<file path="src/rtl/assert_macros.svh">
// Assertion macros for the RTL of the stamp sorted id table.
`ifndef ASSERT_MACROS_SVH
`define ASSERT_MACROS_SVH

// Checks that an expression holds at every clock edge outside reset.
`define STSI_ASSERT(label, clk, rst_n, expr, msg) \
  label: assert property (@(posedge clk) disable iff (!rst_n) (expr)) else $error(msg);

// Checks that a consequent holds in the cycle after its antecedent.
`define STSI_ASSERT_NEXT(label, clk, rst_n, ante, cons, msg) \
  label: assert property (@(posedge clk) disable iff (!rst_n) (ante) |=> (cons)) else $error(msg);

`endif

</file>
<file path="src/rtl/stsi_pkg.sv">
// Types, codes and sizes shared by the stamp sorted id table.
package stsi_pkg;

  localparam int TABLE_DEPTH = 16;
  localparam int CNT_W       = $clog2(TABLE_DEPTH + 1);
  localparam int ID_W        = 16;
  localparam int STAMP_W     = 32;

  localparam logic [1:0] OP_INSERT = 2'd0;
  localparam logic [1:0] OP_DELETE = 2'd1;
  localparam logic [1:0] OP_LOOKUP = 2'd2;

  localparam logic [1:0] ST_OK      = 2'd0;
  localparam logic [1:0] ST_DUP     = 2'd1;
  localparam logic [1:0] ST_MISSING = 2'd2;
  localparam logic [1:0] ST_FULL    = 2'd3;

  typedef struct packed {
    logic [1:0]         opcode;
    logic [ID_W-1:0]    sub_id;
    logic [STAMP_W-1:0] stamp;
  } stsi_in_t;

  typedef struct packed {
    logic [1:0]         status;
    logic [STAMP_W-1:0] found_stamp;
    logic [CNT_W-1:0]   entry_count;
  } stsi_out_t;

  typedef struct packed {
    logic [ID_W-1:0]    id;
    logic [STAMP_W-1:0] stamp;
  } stsi_entry_t;

  typedef struct packed {
    logic cmp_en;
    logic ins_en;
    logic del_en;
  } stsi_ctrl_t;

endpackage

</file>
<file path="src/rtl/stsi_cell.sv">
// One table slot: holds an entry, compares it with a new transaction and shifts.
module stsi_cell (
  input  logic                           clk,
  input  stsi_pkg::stsi_ctrl_t           ctrl,
  input  stsi_pkg::stsi_in_t             cmp_cmd,
  input  stsi_pkg::stsi_entry_t          new_entry,
  input  logic                           head,
  input  logic                           occupied,
  input  logic                           at_count,
  input  stsi_pkg::stsi_entry_t          left_entry,
  input  logic                           left_shift,
  input  stsi_pkg::stsi_entry_t          right_entry,
  input  logic                           gap_in,
  output stsi_pkg::stsi_entry_t          entry,
  output logic                           shift,
  output logic                           match,
  output logic                           gap_out,
  output logic [stsi_pkg::STAMP_W-1:0]   hit_stamp
);
  import stsi_pkg::*;

  stsi_entry_t entry_r;
  stsi_entry_t entry_nxt;
  logic        match_r;
  logic        shift_r;
  logic        stamp_gt;
  logic        stamp_eq;

  assign stamp_gt = entry_r.stamp > cmp_cmd.stamp;
  assign stamp_eq = entry_r.stamp == cmp_cmd.stamp;

  // The head slot lets an equal stamp stay in front; later slots do not.
  always_ff @(posedge clk) begin
    if (ctrl.cmp_en) begin
      match_r <= occupied && (entry_r.id == cmp_cmd.sub_id);
      shift_r <= occupied && (stamp_gt || (!head && stamp_eq));
    end
  end

  always_comb begin
    entry_nxt = entry_r;
    if (ctrl.ins_en) begin
      if (left_shift) begin
        entry_nxt = left_entry;
      end else if (shift_r || at_count) begin
        entry_nxt = new_entry;
      end
    end else if (ctrl.del_en && gap_out) begin
      entry_nxt = right_entry;
    end
  end

  always_ff @(posedge clk) begin
    entry_r <= entry_nxt;
  end

  assign entry     = entry_r;
  assign shift     = shift_r;
  assign match     = match_r;
  assign gap_out   = gap_in | match_r;
  assign hit_stamp = match_r ? entry_r.stamp : '0;

endmodule

</file>
<file path="src/rtl/stamp_sorted_id_table_unit.sv">
// Top level of the stamp sorted id table: a row of slots kept in stamp order.
//
// The table holds up to TABLE_DEPTH entries of id and time stamp in ascending
// stamp order, in a row of identical slots. Every transaction has a compare
// step and a shift step: in the cycle it is accepted, every slot compares its
// entry with the incoming id and stamp and registers the result; in the shift
// step, which waits until the output register is free, the slots act together,
// each loading the new entry, its left neighbor's entry on an insert or its
// right neighbor's entry on a delete, and the result is written to the output
// register. The input is ready again after the shift step, so the block takes
// no new transaction until the last one has shifted. A result waiting in the
// output register does not hold off the next transaction's acceptance and
// compare; only its shift step waits until the output register is free. A
// duplicate id wins over a full table, inserts after a head entry with an equal
// stamp, and the unused opcode returns ok with the count unchanged.
module stamp_sorted_id_table_unit (
  input  logic                 clk,
  input  logic                 rst_n,
  input  logic                 in_valid,
  output logic                 in_ready,
  input  stsi_pkg::stsi_in_t   in_data,
  output logic                 out_valid,
  input  logic                 out_ready,
  output stsi_pkg::stsi_out_t  out_data
);
  import stsi_pkg::*;

  `include "assert_macros.svh"

  logic               busy_r;
  logic               busy_nxt;
  stsi_in_t           cmd_r;
  logic [CNT_W-1:0]   count_r;
  logic [CNT_W-1:0]   count_nxt;
  logic               out_valid_r;
  logic               out_valid_nxt;
  stsi_out_t          out_data_r;
  stsi_out_t          result;

  logic               accept;
  logic               exec;
  logic               any_match;
  logic               full;
  logic [STAMP_W-1:0] found_or;
  stsi_ctrl_t         ctrl;
  stsi_entry_t        new_entry;

  stsi_entry_t        entry_w [TABLE_DEPTH];
  stsi_entry_t        left_w  [TABLE_DEPTH];
  stsi_entry_t        right_w [TABLE_DEPTH];
  logic [TABLE_DEPTH-1:0] shift_w;
  logic [TABLE_DEPTH-1:0] left_shift_w;
  logic [TABLE_DEPTH-1:0] match_w;
  logic [TABLE_DEPTH:0]   gap_w;
  logic [STAMP_W-1:0]     hit_w [TABLE_DEPTH];

  assign accept = in_valid && in_ready;
  // The shift step runs once the output register can take the result.
  assign exec   = busy_r && (!out_valid_r || out_ready);

  assign any_match = |match_w;
  assign full      = count_r == CNT_W'(TABLE_DEPTH);
  assign new_entry = '{id: cmd_r.sub_id, stamp: cmd_r.stamp};

  assign ctrl.cmp_en = accept;
  assign ctrl.ins_en = exec && (cmd_r.opcode == OP_INSERT) && !any_match && !full;
  assign ctrl.del_en = exec && (cmd_r.opcode == OP_DELETE) && any_match;

  assign gap_w[0] = 1'b0;

  for (genvar i = 0; i < TABLE_DEPTH; i++) begin : g_cell
    if (i == 0) begin : g_first
      assign left_w[i]       = entry_w[i];
      assign left_shift_w[i] = 1'b0;
    end else begin : g_inner
      assign left_w[i]       = entry_w[i-1];
      assign left_shift_w[i] = shift_w[i-1];
    end
    if (i == TABLE_DEPTH - 1) begin : g_last
      assign right_w[i] = entry_w[i];
    end else begin : g_body
      assign right_w[i] = entry_w[i+1];
    end

    stsi_cell u_cell (
      .clk         (clk),
      .ctrl        (ctrl),
      .cmp_cmd     (in_data),
      .new_entry   (new_entry),
      .head        (i == 0),
      .occupied    (CNT_W'(i) < count_r),
      .at_count    (CNT_W'(i) == count_r),
      .left_entry  (left_w[i]),
      .left_shift  (left_shift_w[i]),
      .right_entry (right_w[i]),
      .gap_in      (gap_w[i]),
      .entry       (entry_w[i]),
      .shift       (shift_w[i]),
      .match       (match_w[i]),
      .gap_out     (gap_w[i+1]),
      .hit_stamp   (hit_w[i])
    );
  end

  // Ids are unique, so at most one slot contributes a stamp.
  always_comb begin
    found_or = '0;
    for (int i = 0; i < TABLE_DEPTH; i++) begin
      found_or = found_or | hit_w[i];
    end
  end

  always_comb begin
    count_nxt = count_r;
    if (ctrl.ins_en) begin
      count_nxt = count_r + CNT_W'(1);
    end else if (ctrl.del_en) begin
      count_nxt = count_r - CNT_W'(1);
    end
  end

  always_comb begin
    result = '{status: ST_OK, found_stamp: '0, entry_count: count_nxt};
    unique case (cmd_r.opcode)
      OP_INSERT: begin
        if (any_match) begin
          result.status = ST_DUP;
        end else if (full) begin
          result.status = ST_FULL;
        end
      end
      OP_DELETE: begin
        if (!any_match) begin
          result.status = ST_MISSING;
        end
      end
      OP_LOOKUP: begin
        if (any_match) begin
          result.found_stamp = found_or;
        end else begin
          result.status = ST_MISSING;
        end
      end
      default: begin
        result.status = ST_OK;
      end
    endcase
  end

  always_comb begin
    busy_nxt = busy_r;
    if (accept) begin
      busy_nxt = 1'b1;
    end else if (exec) begin
      busy_nxt = 1'b0;
    end
  end

  always_comb begin
    out_valid_nxt = out_valid_r;
    if (exec) begin
      out_valid_nxt = 1'b1;
    end else if (out_ready) begin
      out_valid_nxt = 1'b0;
    end
  end

  always_ff @(posedge clk) begin
    if (!rst_n) begin
      busy_r      <= 1'b0;
      count_r     <= '0;
      out_valid_r <= 1'b0;
    end else begin
      busy_r      <= busy_nxt;
      count_r     <= count_nxt;
      out_valid_r <= out_valid_nxt;
    end
  end

  always_ff @(posedge clk) begin
    if (accept) begin
      cmd_r <= in_data;
    end
    if (exec) begin
      out_data_r <= result;
    end
  end

  assign in_ready  = !busy_r;
  assign out_valid = out_valid_r;
  assign out_data  = out_data_r;

  `STSI_ASSERT(a_count_bound, clk, rst_n, count_r <= CNT_W'(TABLE_DEPTH), "count exceeds depth")
  `STSI_ASSERT(a_unique_ids, clk, rst_n, !busy_r || $onehot0(match_w), "id held in two slots")
  `STSI_ASSERT_NEXT(a_insert_count, clk, rst_n, ctrl.ins_en, count_r == $past(count_r) + CNT_W'(1), "insert did not grow count")
  `STSI_ASSERT_NEXT(a_exec_result, clk, rst_n, exec, out_valid_r && (out_data_r.entry_count == count_r), "result count mismatch")

endmodule
</file>
<file path="config.mk">
export PLATFORM = sky130hd
export DESIGN_NAME = stamp_sorted_id_table_unit
export DESIGN_NICKNAME = d
export VERILOG_FILES = /design/src/rtl/stsi_pkg.sv /design/src/rtl/stsi_cell.sv /design/src/rtl/stamp_sorted_id_table_unit.sv
export VERILOG_INCLUDE_DIRS = /design/src /design/src/rtl
export SDC_FILE = /design/constraint.sdc
export NUM_CORES = 2
export LEC_CHECK = 0
export BUFFER_PORTS_ARGS = -buffer_cell sky130_fd_sc_hd__buf_2
export CORE_UTILIZATION = 69
export DETAILED_ROUTE_END_ITERATION = 16
export PLACE_DENSITY_LB_ADDON = 0.05
export SLEW_MARGIN = 25
export SYNTH_ARGS = -nofsm -noshare
export SYNTH_HDL_FRONTEND = slang
export SYNTH_SLANG_ARGS = --single-unit
</file>
<file path="constraint.sdc">
create_clock -name clk -period 18.95 [get_ports clk]
set_input_delay 0.9475 -clock clk [delete_from_list [all_inputs] [get_ports clk]]
set_output_delay 0.9475 -clock clk [all_outputs]
set_load 0.005 [all_outputs]
</file>
; After elaboration in Yosys (flattened, before gate mapping)
; Index checks and enable logic that the tools add are counted.
[word_totals]
register_bits = 896
in_bits = 54
output_inout_bits = 41
elab_cells = 416
[classes]
n_addsub = 2
magnitude_cmp = 32
n_eq_ne = 64
muxes = 87
bitwise_logic = 29
reduce_logical = 129
[op_table]
columns = operator, count
row1 = 2-to-1 mux 48 bit, 61
row2 = > comparator 32 bit, 16
row3 = 2-to-1 mux 32 bit, 16
row4 = equality test 32 bit, 15
row5 = OR 32 bit, 15
row6 = equality test 16 bit, 16
row7 = logical AND 1 bit, 54
row8 = inequality test 3 x 1 -> 1 bit (second input constant), 14
row9 = equality test 4 x 5 -> 1 bit (first input constant), 8
row10 = < comparator 4 x 5 -> 1 bit (first input constant), 8
row11 = nonzero test 2 bit, 18
row12 = AND reduction 2 bit, 17
row13 = logical OR 1 bit, 32
row14 = equality test 3 x 5 -> 1 bit (first input constant), 4
row15 = < comparator 3 x 5 -> 1 bit (first input constant), 4
row16 = OR reduction 16 bit, 1
row17 = OR 1 bit, 14
row18 = equality test 2 x 5 -> 1 bit (first input constant), 2
row19 = < comparator 1 x 5 -> 1 bit (first input constant), 2
row20 = < comparator 2 x 5 -> 1 bit (first input constant), 2
row21 = 2-to-1 mux 5 bit, 2
row22 = 2-to-1 mux 2 bit, 3
row23 = adder 5 x 1 -> 5 bit (second input constant), 1
row24 = equality test 1 x 5 -> 1 bit (first input constant), 1
row25 = 11 further kinds, 17

; Logic depth before layout (Yosys ltp)
[logic_depth]
ltp_word = 17
ltp_mapped = 12
depth_no_buf = 8

; Hierarchy
; A second synthesis with hierarchy kept.
[unflattened]
cells_unflattened = 6563
hier_area_um2 = 64209.1
[modules_own_cells]
columns = mod, instances, cells_each, area_each_um2, seq_area_each_um2
row1 = stsi_cell, 16, 386, 3716.1, 1501.4
row2 = stamp_sorted_id_table_unit, 1, 387, 4752.1, 2812.7

; Worst setup path after synthesis
; OpenSTA, ideal clock, no wires.
[synth_timing]
path_kind = register to register
from = register count_r[0]
to = register g_cell[10].u_cell.entry_r, in the netlist g_cell[10].u_cell.entry[0], enable pin
setup_time_ns = 0.520
arrival_ns = 5.578
t_required_ns = 18.430
slack_ns = 12.852
path_stages_with_launch = 10
path_buffers = 3
period_less_slack_ns = 6.098
cell_sequence = dfxtp_1 -> clkbuf_1 -> inv_1 -> ha_1 -> nor4bb_1 -> nand4b_1 -> or3_1 -> buf_4 -> clkbuf_1 -> o21ai_0
[synth_between]
elab_chain_cells = 5
elab_cells_between_ends = 8
classes_between = 3 x eq/ne / 5 x reduce/logical
[synth_rtl]
columns = element, line_no
row1 = start: declaration, stamp_sorted_id_table_unit.sv:33  ; logic [CNT_W-1:0] count_r;
row2 = start signal: assignment, stamp_sorted_id_table_unit.sv:175  ; count_r <= count_nxt;
row3 = equality test 5 bit, stamp_sorted_id_table_unit.sv:62  ; assign full = count_r == CNT_W'(TABLE_DEPTH);
row4 = zero test 1 bit, stamp_sorted_id_table_unit.sv:66  ; assign ctrl.ins_en = exec && (cmd_r.opcode == OP_INSERT) && !any_match && !full;
row5 = logical AND 1 bit, stamp_sorted_id_table_unit.sv:66
row6 = inequality test 3 x 1 -> 1 bit (no source line) / nonzero test 2 bit (equally long branches), -
row7 = AND reduction 2 bit (no source line) (*), -
row8 = end signal: assignment, stsi_cell.sv:54  ; entry_r <= entry_nxt;
row9 = end: declaration, stsi_cell.sv:22  ; stsi_entry_t entry_r;
; Mark *: on every way between the ends. The rest lies on a longest branch, timed or not.
; A chain may end at the register's enable or synchronous reset.

; Final worst setup path
[layout_timing]
from = register g_cell[0].u_cell.match_r
to = register g_cell[15].u_cell.entry_r, in the netlist g_cell[15].u_cell.entry[39], enable pin
[layout_between]
elab_chain_cells = 5
[layout_rtl]
columns = element, line_no
row1 = start: declaration, stsi_cell.sv:24  ; logic match_r;
row2 = start signal: assignment, stsi_cell.sv:35  ; match_r <= occupied && (entry_r.id == cmp_cmd.sub_id);
row3 = OR reduction 16 bit, stamp_sorted_id_table_unit.sv:61  ; assign any_match = |match_w;
row4 = zero test 1 bit, -
row5 = logical AND 1 bit (2 in a row), stamp_sorted_id_table_unit.sv:66
row6 = AND reduction 2 bit (no source line), -
row7 = end signal: assignment, stsi_cell.sv:54
row8 = end: declaration, stsi_cell.sv:22
; No other way between the ends.

==> out/metrics.cfg <==
[critical_path]
required_ps = 19300
end_kind = register
critPathTopFamily = simple AND/OR/NAND/NOR gates
max_stage_delay_ps = 940
rr_worst_depth = 8
cp-start-kind = register
worstPathCellList = nor4_1 > nand3b_1 > or3_4 > buf_4 > buf_12 > buf_16 > nor2_4 > buf_4
worstSetupPathType = reg -> reg
worst-path-buf-inv = 4
cpMostUsedCell = buf_4
critPathArrivalTime_ps = 5830
worstPathMaxFanout = 214
critical_path_depth = 8
critical_path.slowest_cell = nor4_1

[timing]
max_freq_ghz = 0.182
layout_setup_ws_ps = 13470
rsz0062_at_grt = no
max-slew-margin-rel_pct = 14.2
holdWs_ps = 404
finalSetupViolations = 0
period_share_pct = 28.9
finalCriticalPeriod_ps = 5480
hold_viol = 0
finClkSkew_ps = 27.0
maxSlewViolCount = 0
worstMarginPinSlew_ps = 1280
fin_tns_setup_ps = 0

[final_layout]
drive_above_1_share_pct = 7.29
fill_cells = 6009
syn2layout_area_growth_pct = 7.91
nets = 6092

[power_and_ir_drop]
power_leakage_uw = 0.0263
clockPowerShare_pct = 40.4
power_frac_comb_pct = 12.7
p_switching_uw = 1370
total_power_uw = 4920
power_density_nw_per_um2 = 76.8
seqPwrFrac_pct = 46.9
netSwitchingFraction_pct = 27.8
intPower_uw = 3550
ir_worst_vdd_v = 0.0000858

[die]
core_um2 = 85100
die-area_um2 = 87100
initial_core_util_pct = 69.6
rows = 107
die_height_um = 295
dieWidth_um = 295
io_pins = 95

[yosys]
synth_seq_area_share_pct = 45.3
syn_area_um2 = 59300
synth_top_area_cell = edfxtp_1
avgSynthCellArea_um2 = 10.5
synthTopCellsByArea = edfxtp_1 45%, mux2i_1 11%, ha_1 11%
synth_flop_cell = edfxtp_1
synth_edf_count = 889
netlist_instances = 5624
syn-num-nets = 6199
synth_top_area_share_pct = 45.0
synth_cell_type_count = 61
synth.ff_latch_count = 896
yosysWarnings = 0
async_flop_share_pct = 0

[clocking]
cts_resized = 0
cts.htree.levels = 3
clock_sinks = 896
cts_tree = yes
clock_latency_ps = 730
cts-hold-fix-buffers = 0
numCtsBuffers = 99
root_buffer = clkbuf_16
clockBufferDepth = 3
postCtsSetupBuffers = 0
clk_pin_slew_ps = 60

[global_routing]
grt_max_degree = 303
grt_pass1_vias = 46800
grt_pass1_wl_um = 315000
overflow = 0
antenna_found_initial = 12
grt_usage_pct = 50.0

[drt]
via_per_inst = 7.32
route.detailed.drc = 0
wl_per_cell_um = 32.7
drt_pre_antenna_iters = 7
antenna_left = 0
drt_first_iter_violations = 7920
routed-via-count = 49400
wl_um = 221000

[min_path]
hold_depth = 1
hold_class = in -> reg

[place]
dp_hpwl_um = 147000
io_buffer_count = 94
gp_congestion = 1.04
place_ws_ps = 13440

[outcome]
status = finished clean

[flow_run]
drv_cap = 0

cell type report:
class | instances | area (um2) | area share (%)
Timing Repair Buffer | 195 | 1380 | 2.16
Inverter | 56 | 210 | 0.329
Tap cell | 1144 | 1430 | 2.24
Antenna cell | 4 | 10.0 | 0.0156
Multi-Input combinational cell | 4269 | 30900 | 48.2
Sequential cell | 896 | 26800 | 41.9
Clock inverter | 61 | 678 | 1.06
Clock buffer | 122 | 2560 | 4.01
Yosys cell counts (9+ instances only):
library cell	number
nand4_1	106
nor2_1	79
nand2_1	906
a221oi_1	102
and3_1	35
buf_1	17
clkbuf_1	308
nor4_1	60
xor2_1	196
a21o_1	85
nor2b_1	28
ha_1	521
o21ai_0	757
a2111oi_0	9
inv_1	56
a22oi_1	64
mux2i_1	674
nand2b_1	16
xnor2_1	64
o22ai_1	10
edfxtp_1	889
nor3_1	26
buf_2	75
o311ai_0	10
nand3_1	46
mux2_2	48
a211oi_1	62
a31oi_1	38
a21oi_1	159
a22o_1	95
metal layers:
metal | GRT usage, % | vias up | share of wire, % | wire length [um]
met5 | 0.665 | - | 0.044 | 97
met1 | 62.8 | 23300 | 34 | 76200
met2 | 72.0 | 4064 | 41 | 91600
met4 | 39.5 | 6 | 9.6 | 21100
li1 | - | 21000 | - | -
met3 | 15.1 | 1056 | 14 | 31800
cells in the final DEF (no fill, tap or decap), types with 10 or more instances in the layout:
| cell type | Yosys | layout |
|---|---|---|
| and3_1 | 35 | 35 |
| a31oi_1 | 38 | 38 |
| xnor2_1 | 64 | 64 |
| nor2_1 | 79 | 78 |
| nand2b_1 | 16 | 16 |
| xor2_1 | 196 | 196 |
| a22o_1 | 95 | 95 |
| a21oi_1 | 159 | 159 |
| clkbuf_16 | 0 | 99 |
| a211oi_1 | 62 | 62 |
| inv_1 | 56 | 56 |
| buf_2 | 75 | 94 |
| clkinv_1 | 0 | 21 |
| clkbuf_1 | 308 | 23 |
| nand2_1 | 906 | 905 |
| nand3_1 | 46 | 46 |
| a21o_1 | 85 | 85 |
| nor3_1 | 26 | 24 |
| mux2_2 | 48 | 48 |
| clkinv_2 | 0 | 20 |
| nor2b_1 | 28 | 27 |
| nor4_1 | 60 | 59 |
| nand4_1 | 106 | 106 |
| buf_4 | 1 | 87 |
| ha_1 | 521 | 521 |
| edfxtp_1 | 889 | 889 |
| a221oi_1 | 102 | 102 |
| o21ai_0 | 757 | 752 |
| mux2i_1 | 674 | 674 |
| a22oi_1 | 64 | 64 |
| bufinv_16 | 0 | 10 |
cells by family (layout without fill, tap and decap cells):
family,after synthesis,in the layout,synth area share (%)
buffers and inverters,459,434,3.10
AND/OR/NAND/NOR,1336,1336,9.89
XOR/XNOR,260,260,3.84
adder cells (fa/ha/maj),521,521,11.0
other,0,4,0
AO/OA/AOI/OAI,1430,1430,14.6
flip-flops,896,896,45.3
multiplexers,722,722,12.3
flip-flops by register name (all words and copies together), names as in the netlist:
register and flops:
count_r 5, g_cell.u_cell.match 16, g_cell.u_cell.entry 768, busy_r 1, out_data 39, cmd_r 50, out_valid 1, g_cell.u_cell.shift 16
power groups by stage:
| stage | logic [uW] | clock network, uW | registers [uW] |
|---|---|---|---|
| 6_report | 625 | 1980 | 2310 |
| 5_1_grt | 649 | 2030 | 2310 |
| 4_1_cts | 590 | 1970 | 2300 |
| 3_5_place_dp | 586 | 0 | 2340 |
| 3_3_place_gp | 568 | 0 | 2340 |
| 2_1_floorplan | 392 | 0 | 2300 |
path summary, 6_finish.rpt:
kind,start,endpoint,slack [ps]
worst max register to register,g_cell[0].u_cell.match,g_cell[15].u_cell.entry[39],13470
worst min-delay path,in_data[6],cmd_r[6],400
worst max-delay path,g_cell[0].u_cell.match,g_cell[15].u_cell.entry[39],13470
worst min register to register,g_cell[15].u_cell.entry[36],g_cell[14].u_cell.entry[36],590
worst register-to-register path, cell delays in order, from the launching register on:
cell      delay [ps]
edfxtp_1         380
nor4_1           940
nand3b_1         470
or3_4            810
buf_4            500
buf_12           350
buf_16           330
nor2_4           540
buf_4            720
stage by stage:
stage               area, um2  utilization [%]  std cells
global placement        60500             71.1       6552
global route            64000             75.1       6746
finish                  64000             75.1       6747
CTS                     63800             75.0       6738
floorplan               59300                -       5624
detailed placement      60600             71.1       6555
Power figures use the tool's default switching activity.
